**config.mk**
```make
export PLATFORM = sky130hd
export DESIGN_NAME = double_ended_queue
export DESIGN_NICKNAME = d
export VERILOG_FILES = /design/src/rtl/core/dq_pkg.sv /design/src/rtl/core/dq_front.sv /design/src/rtl/core/dq_fifo.sv /design/src/rtl/core/dq_back.sv /design/src/rtl/core/double_ended_queue.sv
export SDC_FILE = /design/constraint.sdc
export NUM_CORES = 1
export LEC_CHECK = 0
export BUFFER_PORTS_ARGS = -buffer_cell sky130_fd_sc_hd__buf_4
export CAP_MARGIN = 15
export CORE_MARGIN = 2
export CORE_UTILIZATION = 61
export DETAILED_ROUTE_END_ITERATION = 7
export GPL_TIMING_DRIVEN = 1
export PLACE_DENSITY = 0.79
export SLEW_MARGIN = 20
export SYNTH_ARGS = -nofsm -noshare
export SYNTH_HDL_FRONTEND = slang
export SYNTH_SLANG_ARGS = --single-unit
```
**constraint.sdc**
```tcl
create_clock -name clk -period 5.2 [get_ports clk]
set_clock_uncertainty 0.2 [all_clocks]
set_input_delay 0.78 -clock clk [delete_from_list [all_inputs] [get_ports clk]]
set_output_delay 0.78 -clock clk [all_outputs]
set_load 0.01 [all_outputs]
```
**src/rtl/core/dq_pkg.sv**
```systemverilog
// ----------------------------------------------------------------------------
// dq_pkg
// Shared types and constants for the double-ended queue.
// ----------------------------------------------------------------------------
`timescale 1ns / 1ps

package dq_pkg;

    localparam int DQ_DEPTH  = 16;
    localparam int DATA_W    = 32;

    typedef enum logic [1:0] {
        CMD_PUSH_BACK  = 2'd0,
        CMD_PUSH_FRONT = 2'd1,
        CMD_POP_FRONT  = 2'd2,
        CMD_POP_BACK   = 2'd3
    } cmd_t;

    typedef enum logic [1:0] {
        ST_DONE    = 2'd0,
        ST_NO_ROOM = 2'd1,
        ST_EMPTY   = 2'd2
    } status_t;

    typedef enum logic [1:0] {
        OP_NONE  = 2'd0,
        OP_WRITE = 2'd1,
        OP_READ  = 2'd2
    } op_kind_t;

    // control part of a classified item, handed from front to back
    typedef struct packed {
        op_kind_t kind;
        status_t  status;
        logic     is_empty;
        logic     is_full;
    } op_ctrl_t;

endpackage

```
**src/rtl/core/dq_front.sv**
```systemverilog
// ----------------------------------------------------------------------------
// dq_front
// Accepts commands, keeps the end pointers and classifies each item into a
// slot write, a slot read or a plain status result.
// ----------------------------------------------------------------------------
`timescale 1ns / 1ps

module dq_front
    import dq_pkg::*;
#(
    parameter int DEPTH  = DQ_DEPTH,
    parameter int PTR_W  = $clog2(DEPTH + 1),
    parameter int ADDR_W = $clog2(DEPTH)
)
(
    input  logic                     clk,
    input  logic                     rst_n,
    input  logic                     accept,
    input  logic [1:0]               cmd,
    input  logic signed [DATA_W-1:0] data,
    output logic                     push,
    output op_ctrl_t                 ctrl,
    output logic [ADDR_W-1:0]        addr,
    output logic signed [DATA_W-1:0] wdata
);

    localparam logic [PTR_W-1:0] FULL_PTR = PTR_W'(DEPTH);
    localparam logic [PTR_W-1:0] ONE_PTR  = PTR_W'(1);

    // rear holds the last item's index + 1 and front the first item's index, so rear zero means index -1
    logic [PTR_W-1:0] front_reg, front_next;
    logic [PTR_W-1:0] rear_reg,  rear_next;
    logic [PTR_W-1:0] front_dec, rear_dec;
    logic             empty;

    assign front_dec = front_reg - ONE_PTR;
    assign rear_dec  = rear_reg - ONE_PTR;
    assign empty     = (front_reg == rear_reg);

    always_comb
    begin
        front_next = front_reg;
        rear_next  = rear_reg;
        ctrl.kind   = OP_NONE;
        ctrl.status = ST_DONE;
        addr        = rear_reg[ADDR_W-1:0];
        case (cmd_t'(cmd))
            CMD_PUSH_BACK:
            begin
                if (rear_reg == FULL_PTR)
                begin
                    ctrl.status = ST_NO_ROOM;
                end
                else
                begin
                    ctrl.kind = OP_WRITE;
                    addr      = rear_reg[ADDR_W-1:0];
                    rear_next = rear_reg + ONE_PTR;
                end
            end
            CMD_PUSH_FRONT:
            begin
                if (front_reg == '0)
                begin
                    ctrl.status = ST_NO_ROOM;
                end
                else
                begin
                    ctrl.kind  = OP_WRITE;
                    addr       = front_dec[ADDR_W-1:0];
                    front_next = front_dec;
                end
            end
            CMD_POP_FRONT:
            begin
                if (empty)
                begin
                    ctrl.status = ST_EMPTY;
                end
                else
                begin
                    ctrl.kind  = OP_READ;
                    addr       = front_reg[ADDR_W-1:0];
                    front_next = front_reg + ONE_PTR;
                end
            end
            CMD_POP_BACK:
            begin
                if (empty)
                begin
                    ctrl.status = ST_EMPTY;
                end
                else
                begin
                    ctrl.kind = OP_READ;
                    addr      = rear_dec[ADDR_W-1:0];
                    rear_next = rear_dec;
                end
            end
            default:
            begin
                ctrl.status = ST_DONE;
            end
        endcase
        ctrl.is_empty = (front_next == rear_next);
        ctrl.is_full  = (rear_next == FULL_PTR);
    end

    assign push  = accept;
    assign wdata = data;

    always_ff @(posedge clk or negedge rst_n)
    begin
        if (!rst_n)
        begin
            front_reg <= '0;
            rear_reg  <= '0;
        end
        else if (accept)
        begin
            front_reg <= front_next;
            rear_reg  <= rear_next;
        end
    end

endmodule

```
**src/rtl/core/dq_fifo.sv**
```systemverilog
// ----------------------------------------------------------------------------
// dq_fifo
// Two-entry queue of classified items between the front and back parts.
// ----------------------------------------------------------------------------
`timescale 1ns / 1ps

module dq_fifo
    import dq_pkg::*;
#(
    parameter int ADDR_W = $clog2(DQ_DEPTH)
)
(
    input  logic                     clk,
    input  logic                     rst_n,
    input  logic                     push,
    input  op_ctrl_t                 in_ctrl,
    input  logic [ADDR_W-1:0]        in_addr,
    input  logic signed [DATA_W-1:0] in_data,
    input  logic                     pop,
    output logic                     full,
    output logic                     not_empty,
    output op_ctrl_t                 out_ctrl,
    output logic [ADDR_W-1:0]        out_addr,
    output logic signed [DATA_W-1:0] out_data
);

    op_ctrl_t                 ctrl_q [2];
    logic [ADDR_W-1:0]        addr_q [2];
    logic signed [DATA_W-1:0] data_q [2];

    logic       wr_ptr_reg, wr_ptr_next;
    logic       rd_ptr_reg, rd_ptr_next;
    logic [1:0] count_reg,  count_next;
    logic       do_push, do_pop;

    assign full      = (count_reg == 2'd2);
    assign not_empty = (count_reg != 2'd0);
    assign do_push   = push && !full;
    assign do_pop    = pop && not_empty;

    assign out_ctrl = ctrl_q[rd_ptr_reg];
    assign out_addr = addr_q[rd_ptr_reg];
    assign out_data = data_q[rd_ptr_reg];

    always_comb
    begin
        wr_ptr_next = do_push ? !wr_ptr_reg : wr_ptr_reg;
        rd_ptr_next = do_pop  ? !rd_ptr_reg : rd_ptr_reg;
        count_next  = count_reg;
        if (do_push && !do_pop)
        begin
            count_next = count_reg + 2'd1;
        end
        else if (do_pop && !do_push)
        begin
            count_next = count_reg - 2'd1;
        end
    end

    always_ff @(posedge clk or negedge rst_n)
    begin
        if (!rst_n)
        begin
            wr_ptr_reg <= 1'b0;
            rd_ptr_reg <= 1'b0;
            count_reg  <= 2'd0;
        end
        else
        begin
            wr_ptr_reg <= wr_ptr_next;
            rd_ptr_reg <= rd_ptr_next;
            count_reg  <= count_next;
        end
    end

    always_ff @(posedge clk)
    begin
        if (do_push)
        begin
            ctrl_q[wr_ptr_reg] <= in_ctrl;
            addr_q[wr_ptr_reg] <= in_addr;
            data_q[wr_ptr_reg] <= in_data;
        end
    end

endmodule

```
**src/rtl/core/dq_back.sv**
```systemverilog
// ----------------------------------------------------------------------------
// dq_back
// Carries out classified items on the slot memory and drives the result.
// ----------------------------------------------------------------------------
`timescale 1ns / 1ps

module dq_back
    import dq_pkg::*;
#(
    parameter int DEPTH  = DQ_DEPTH,
    parameter int ADDR_W = $clog2(DEPTH)
)
(
    input  logic                     clk,
    input  logic                     rst_n,
    input  logic                     item_valid,
    input  op_ctrl_t                 ctrl,
    input  logic [ADDR_W-1:0]        addr,
    input  logic signed [DATA_W-1:0] wdata,
    output logic                     pop,
    output logic                     done,
    output logic signed [DATA_W-1:0] value,
    output logic [1:0]               status,
    output logic                     is_empty,
    output logic                     is_full
);

    logic signed [DATA_W-1:0] slots [DEPTH];
    logic signed [DATA_W-1:0] rd_data_reg;
    logic                     done_reg;
    op_ctrl_t                 ctrl_reg;

    // the back part never stalls: one item taken every cycle there is one
    assign pop = item_valid;

    always_ff @(posedge clk)
    begin
        if (item_valid && ctrl.kind == OP_WRITE)
        begin
            slots[addr] <= wdata;
        end
        rd_data_reg <= slots[addr];
        ctrl_reg    <= ctrl;
    end

    always_ff @(posedge clk or negedge rst_n)
    begin
        if (!rst_n)
        begin
            done_reg <= 1'b0;
        end
        else
        begin
            done_reg <= item_valid;
        end
    end

    assign done     = done_reg;
    assign value    = (ctrl_reg.kind == OP_READ) ? rd_data_reg : '1;
    assign status   = ctrl_reg.status;
    assign is_empty = ctrl_reg.is_empty;
    assign is_full  = ctrl_reg.is_full;

endmodule

```
**src/rtl/core/double_ended_queue.sv**
```systemverilog
// ----------------------------------------------------------------------------
// double_ended_queue
// Double-ended queue over a linear array of DEPTH 32-bit slots.
// ----------------------------------------------------------------------------
// Usage:
//   A command is taken on a rising edge where start is high and busy is low.
//   cmd selects push back, push front, pop front or pop back; data is the
//   value pushed. Every command gives exactly one result item, shown on
//   value/status/is_empty/is_full for one cycle with done high.
//   Path: the command is classified against the end pointers and pushed
//   into the two-entry queue as it is accepted; the back part then does
//   the slot memory access with its registered read port and raises done.
//   Throughput: one command per cycle; the back part drains the two-entry
//   queue every cycle, so busy only rises if that queue were full.
//   Failed commands leave all state unchanged and give value -1.
//   Reset clears both end pointers (queue empty) and the queue; slot
//   contents are not cleared. The receiver cannot stall results.
// ----------------------------------------------------------------------------
`timescale 1ns / 1ps

module double_ended_queue
    import dq_pkg::*;
#(
    parameter int DEPTH = DQ_DEPTH
)
(
    input  logic                     clk,
    input  logic                     rst_n,
    input  logic                     start,
    output logic                     busy,
    input  logic [1:0]               cmd,
    input  logic signed [DATA_W-1:0] data,
    output logic                     done,
    output logic signed [DATA_W-1:0] value,
    output logic [1:0]               status,
    output logic                     is_empty,
    output logic                     is_full
);

    localparam int PTR_W  = $clog2(DEPTH + 1);
    localparam int ADDR_W = $clog2(DEPTH);

    logic                     accept;
    logic                     f_push;
    op_ctrl_t                 f_ctrl;
    logic [ADDR_W-1:0]        f_addr;
    logic signed [DATA_W-1:0] f_data;

    logic                     q_full;
    logic                     q_valid;
    op_ctrl_t                 q_ctrl;
    logic [ADDR_W-1:0]        q_addr;
    logic signed [DATA_W-1:0] q_data;
    logic                     b_pop;

    assign busy   = q_full;
    assign accept = start && !q_full;

    dq_front #(
        .DEPTH  (DEPTH),
        .PTR_W  (PTR_W),
        .ADDR_W (ADDR_W)
    ) u_front (
        .clk    (clk),
        .rst_n  (rst_n),
        .accept (accept),
        .cmd    (cmd),
        .data   (data),
        .push   (f_push),
        .ctrl   (f_ctrl),
        .addr   (f_addr),
        .wdata  (f_data)
    );

    dq_fifo #(
        .ADDR_W (ADDR_W)
    ) u_fifo (
        .clk       (clk),
        .rst_n     (rst_n),
        .push      (f_push),
        .in_ctrl   (f_ctrl),
        .in_addr   (f_addr),
        .in_data   (f_data),
        .pop       (b_pop),
        .full      (q_full),
        .not_empty (q_valid),
        .out_ctrl  (q_ctrl),
        .out_addr  (q_addr),
        .out_data  (q_data)
    );

    dq_back #(
        .DEPTH  (DEPTH),
        .ADDR_W (ADDR_W)
    ) u_back (
        .clk        (clk),
        .rst_n      (rst_n),
        .item_valid (q_valid),
        .ctrl       (q_ctrl),
        .addr       (q_addr),
        .wdata      (q_data),
        .pop        (b_pop),
        .done       (done),
        .value      (value),
        .status     (status),
        .is_empty   (is_empty),
        .is_full    (is_full)
    );

endmodule

```
Yosys cells after proc, flatten, opt, wreduce, memory -nomap -nowiden
Memories as Yosys holds them, arrays and structs flattened. A register that Yosys moved wholly into a read port is not among the register bits. Cells that the tools add are included.

Flip-flop bits (word level): 21. Bits in latches: 0. Memory bits (writable): 596. Input bits: 37. Memory bits (read-only): 0. Output and inout port bits: 38. Word-level logic and storage cells: 69. Memories: 4.

Mux-type cells: 24. Bitwise operators: 0. Shifts and indexed selects: 0. $lt $le $gt $ge: 0. Add/subtract/negate cells: 6. Div/mod/pow operators: 0. Multiply operators: 0. Reduce and logical (&&, ||, !) cells: 15. Equal/unequal tests: 10.

Memories: u_back.slots (depth 16, bits a word 32, read ports 1, clocked after Yosys merged registers in 1, write ports 1, line dq_back.sv:28) `logic signed [DATA_W-1:0] slots [DEPTH];`; u_fifo.data_q (depth 2, bits a word 32, read ports 1, clocked after Yosys merged registers in 0, write ports 1, line dq_fifo.sv:29) `logic signed [DATA_W-1:0] data_q [2];`; u_fifo.ctrl_q (depth 2, bits a word 6, read ports 1, clocked after Yosys merged registers in 0, write ports 1, line dq_fifo.sv:27) `op_ctrl_t ctrl_q [2];`; u_fifo.addr_q (depth 2, bits a word 4, read ports 1, clocked after Yosys merged registers in 0, write ports 1, line dq_fifo.sv:28) `logic [ADDR_W-1:0] addr_q [2];`.

Operators with widths (number): $mux W32 (1); $mux W5 (4); $pmux W5 S2 (2); $pmux W4 S4 (1); $mux W4 (3); $pmux W4 S3 (1); $add A5 B1 Y5 const B (2); $eq A5 B5 Y1 (2); $eq A5 B5 Y1 const B (2); $sub A5 B1 Y5 const B (2); $eq A2 B2 Y1 const B (4); $mux W1 (8); $mux W2 (4); $logic_and A1 B1 Y1 (5); $logic_not A1 Y1 (5); $logic_not A5 Y1 (1); $eq A2 B1 Y1 const B (2); $reduce_bool A2 Y1 (2); $add A2 B1 Y2 const B (1); $logic_not A2 Y1 (1); $reduce_or A2 Y1 (1); $sub A2 B1 Y2 const B (1).

Logic depth before layout (Yosys ltp)
Depth after elaboration: 8. Gate-level depth with buffers: 10. Gate-level depth less buffers: 9.

Modules after synthesis
From an unflattened synthesis, not the netlist that was laid out.

Cell total of the unflattened synthesis: 1282. Area, all modules: 25471.9 sq um.

By module, submodules not included: dq_back (seq. area each 16160.5 sq um, area an instance 20297.0 sq um, times used 1, cells an instance 890); dq_fifo (seq. area each 2622.5 sq um, area an instance 3430.8 sq um, times used 1, cells an instance 150); dq_front (seq. area each 250.2 sq um, area an instance 1730.4 sq um, times used 1, cells an instance 241); double_ended_queue (seq. area each 0.0 sq um, area an instance 13.8 sq um, times used 1, cells an instance 1).

Least setup slack after synthesis
No wires, ideal clock.

Kind: reg2reg. Start point: register u_fifo.rd_ptr_reg. End point: memory u_back.slots[15][0], enable pin. Data arrival time: 3.714 ns. Period minus slack after synthesis: 4.375 ns. Setup time: 0.461 ns. Path buffers: 4. Cell stages (with the launch flop): 8. Slack: 0.825 ns. Required time: 4.539 ns. Cell sequence: dfrtp_1 > buf_4 > mux2_2 > buf_4 > buf_2 > buf_2 > nand3_1 > nor3_1.

Word-level cells in the longest chain between the ends: 5. Elaborated cells on any way between the ends: 6. Classes of those cells: 1 x eq/ne; 2 x mux; 1 x reduce/logical; 2 x memory.

RTL lines: start, declared (line dq_fifo.sv:32) `logic rd_ptr_reg, rd_ptr_next;`; start signal, assigned (line dq_fifo.sv:71) `rd_ptr_reg <= rd_ptr_next;`; $mem_v2 Z2 W6; $eq A2 B1 Y1 (line dq_back.sv:38) `if (item_valid && ctrl.kind == OP_WRITE)`; $logic_and A1 B1 Y1 (line dq_back.sv:38); $mux W1 (line dq_back.sv:38); $mux W1 (implied by the code) (line dq_back.sv:40) `slots[addr] <= wdata;`; end, declared (line dq_back.sv:28).

Parallel ways exist; a longest one is shown, timed or not.

Worst setup path in the final report
Start point: register u_fifo.rd_ptr_reg. End point: memory u_back.slots[5][19], enable pin.

Same word-level chain as after synthesis.

==> qor.yml <==
floorplanning:
  dieArea_um2: 43000
  core_um2: 40800
  die_h_um: 207
  dieWidth_um: 207
  initial_utilization_pct: 61.8
  boundaryPins: 75
  rows: 74
global_route:
  grt_use_met2_pct: 43.0
  globalRouteOverflowTotal: 0
  grt_usage_pct: 26.1
  busiest_layer: "met2"
  grt_pass1_vias: 13446
  antenna_found_initial: 0
  grt_start_max_net_pins: 67
  use_met3_pct: 4.67
  grt_pass1_wl_um: 83600
  use_met1_pct: 36.3
cells_and_area:
  final-seq-area_um2: 19000
  synthToLayoutAreaGrowth_pct: 12.5
  drive_gt1_share_pct: 26.5
  largest_reg_flops: 512
  fill_cells: 2377
  antennaDiodeCount: 0
  fin_nets: 1451
  multi_input_area_um2: 5900
yosys:
  synthSimpleGateAreaFrac_pct: 4.38
  ys_seq_elements: 649
  synth_edf_count: 596
  synth_top_family_by_area: "multiplexers"
  async_reset_ff_share_pct: 2.31
  syn_inst: 1309
  synth_xor_area_share_pct: 0.620
  ys.flop_type: "edfxtp_1"
  yosys-mux-area-fraction_pct: 13.5
  syn_area_um2: 25200
  synthAdderAreaFrac_pct: 0.446
  synth_cell_types: 65
  ys_warn_count: 0
  yosysSeqAreaShare_pct: 75.4
  synth.avg_cell_area_um2: 19.3
  postSynthNetCount: 1355
  synth_compound_area_share_pct: 3.71
timing:
  setup-tns-final_ns: 0
  period_needed_ns: 3.84
  setup_viol: 0
  max_freq_mhz: 260
  hold_viol_final: 0
  fin_crit_sh_pct: 73.9
  rsz0062_at_grt: "false"
  tightest_slew_ns: 1.10
  drv_slew: 0
  relSlewSlack_pct: 26.5
status:
  outcome: "finished, final reports clean"
clock_network:
  cts_tree: "built"
  cts.sinks: 649
  ctsResizeCount: 0
  clock_path_buffers: 3
  path_clk_slew_ns: 0.06
  h-tree-depth: 2
  clock_latency_ns: 0.61
  cts_made_buffers: 60
  ctsRootBufferMaster: "clkbuf_16"
power_and_ir_drop:
  p_int_mw: 11.3
  leakagePower_nw: 9.20
  p_sw_mw: 5.38
  p_comb_share_pct: 32.0
  power.total_mw: 16.7
  power_density_nw_per_um2: 588
  p_seq_share_pct: 43.5
  clkPwrFrac_pct: 24.6
  switching_share_pct: 32.2
  peakVddDrop_uv: 393
detailed_routing:
  viasPerCell: 6.58
  via_count: 13046
  drtPass1Iterations: 5
  drt-initial-drc-count: 1484
  wl_per_cell_um: 28.0
  routed_wl_um: 55500
  drtAntennaViolNets: 0
  drc: 0
worst_setup_path:
  startpoint_type: "register"
  setup.worst_path.class: "register to register"
  worstPathArrival_ns: 3.96
  worstPathRequired_ns: 5.32
  cp_max_fo: 45
  setup.worst_path.end_class: "register"
job:
  max_cap_violations: 0
hold_path:
  min_path_type: "input pin to register"
place:
  place.gp.congestion: 0.936
  hpwl_um: 31900
  io_buffers: 74
through the flow:
step           utilization [%]  instance area [um2]  cells  hold slack [ns]  worst slack, ns
4_1_cts                   69.4                28400   1980            0.127             1.42
6_report                  69.6                28400   1982            0.153             1.36
2_1_floorplan                -                25200   1309            0.240            0.825
3_5_place_dp              65.0                26500   1872            0.266             1.43
3_3_place_gp              64.8                26500   1870            0.267             1.53
5_1_grt                   69.6                28400   1982            0.140             1.24
critical path, cell delays in order (launching register included):
cell and delay [ns]:
dfrtp_2 0.74, mux2i_4 0.93, buf_4 0.61, nand2b_1 0.46, nor2_4 0.22, buf_4 0.30
timing repair:
action | CTS | global route
hold endpoints to repair | 15 | 0
setup endpoints to repair | 0 | 0
buffers inserted | 0 | 0
hold buffers | 1 | 0
metal layers:
metal | wire length [um] | vias up | share of wire, %
li1 | - | 5432 | -
met1 | 21100 | 6707 | 38
met2 | 27700 | 803 | 50
met3 | 5180 | 104 | 9.3
met4 | 1460 | 0 | 2.6
met5 | 0 | - | 0
cell usage in the layout, fill, tap and decap left out, types with 15 or more instances in the layout:
master and count:
buf_4 104, nand2b_1 34, dfxtp_1 38, inv_1 16, mux2_2 38, mux4_2 128
clkbuf_1 27, a21oi_1 15, a211oi_1 33, and2_1 32, clkbuf_16 61, nor2_1 16
a31oi_1 34, edfxtp_1 596, nand2_1 93
power groups by stage:
stage                     clock (mW)  combinational (mW)  sequential [mW]
after floorplan                    0                3.76             7.17
after global placement             0                5.13             7.32
after detailed placement           0                5.26             7.35
after CTS                       4.16                5.35             7.25
after global routing            4.33                5.71             7.31
final                           4.10                5.34             7.26
cells by family after synthesis:
kind of cell               Yosys count
AOI/OAI and AO/OA                  136
buffers and inverters               95
DFF                                649
and+or+nand+nor                    227
xor gates and xnor gates            17
adders and majority gates            9
muxes                              176
layout make-up:
cell class	instances	share of cell area, %
flip-flops and latches	649	67.0
clock inverters	18	0.595
multi-input cells	565	20.8
well taps	532	2.34
inverters	19	0.251
repair buffers	110	3.24
clock buffers	89	5.78
worst paths after layout:
path / from / endpoint / slack [ns] / depth (start not counted)
worst max-delay path: u_fifo.rd_ptr_reg / u_back.slots[5][19] / 1.36 / 5
worst min-delay path: data[10] / u_fifo.data_q[0][10] / 0.15 / 1
worst max register to register: u_fifo.rd_ptr_reg / u_back.slots[5][19] / 1.36 / 5
worst min register to register: u_fifo.ctrl_q[1][0] / u_back.is_full / 0.28 / 1
max in group asynchronous: rst_n / u_fifo.rd_ptr_reg / 4.21 / 2
min in group asynchronous: rst_n / u_front.front_reg[1] / 0.37 / 2
Yosys cell counts, types with 11 or more instances:
library cell	n	area [um2]
edfxtp_1	596	17900
mux4_2	128	2880
nand2_1	93	349
clkbuf_1	44	165
mux2_2	39	439
dfxtp_1	38	761
a31oi_1	34	213
nand2b_1	34	213
a211oi_1	33	248
and2_1	32	200
nor2_1	30	113
inv_1	16	60.1
a21oi_1	15	75.1
dfrtp_1	15	375
o21ai_1	14	70.1
o21ai_0	13	65.1
buf_4	12	90.1
nand3_1	11	55.1
nor3_1	11	55.1
Power figures use the tool's default switching activity.
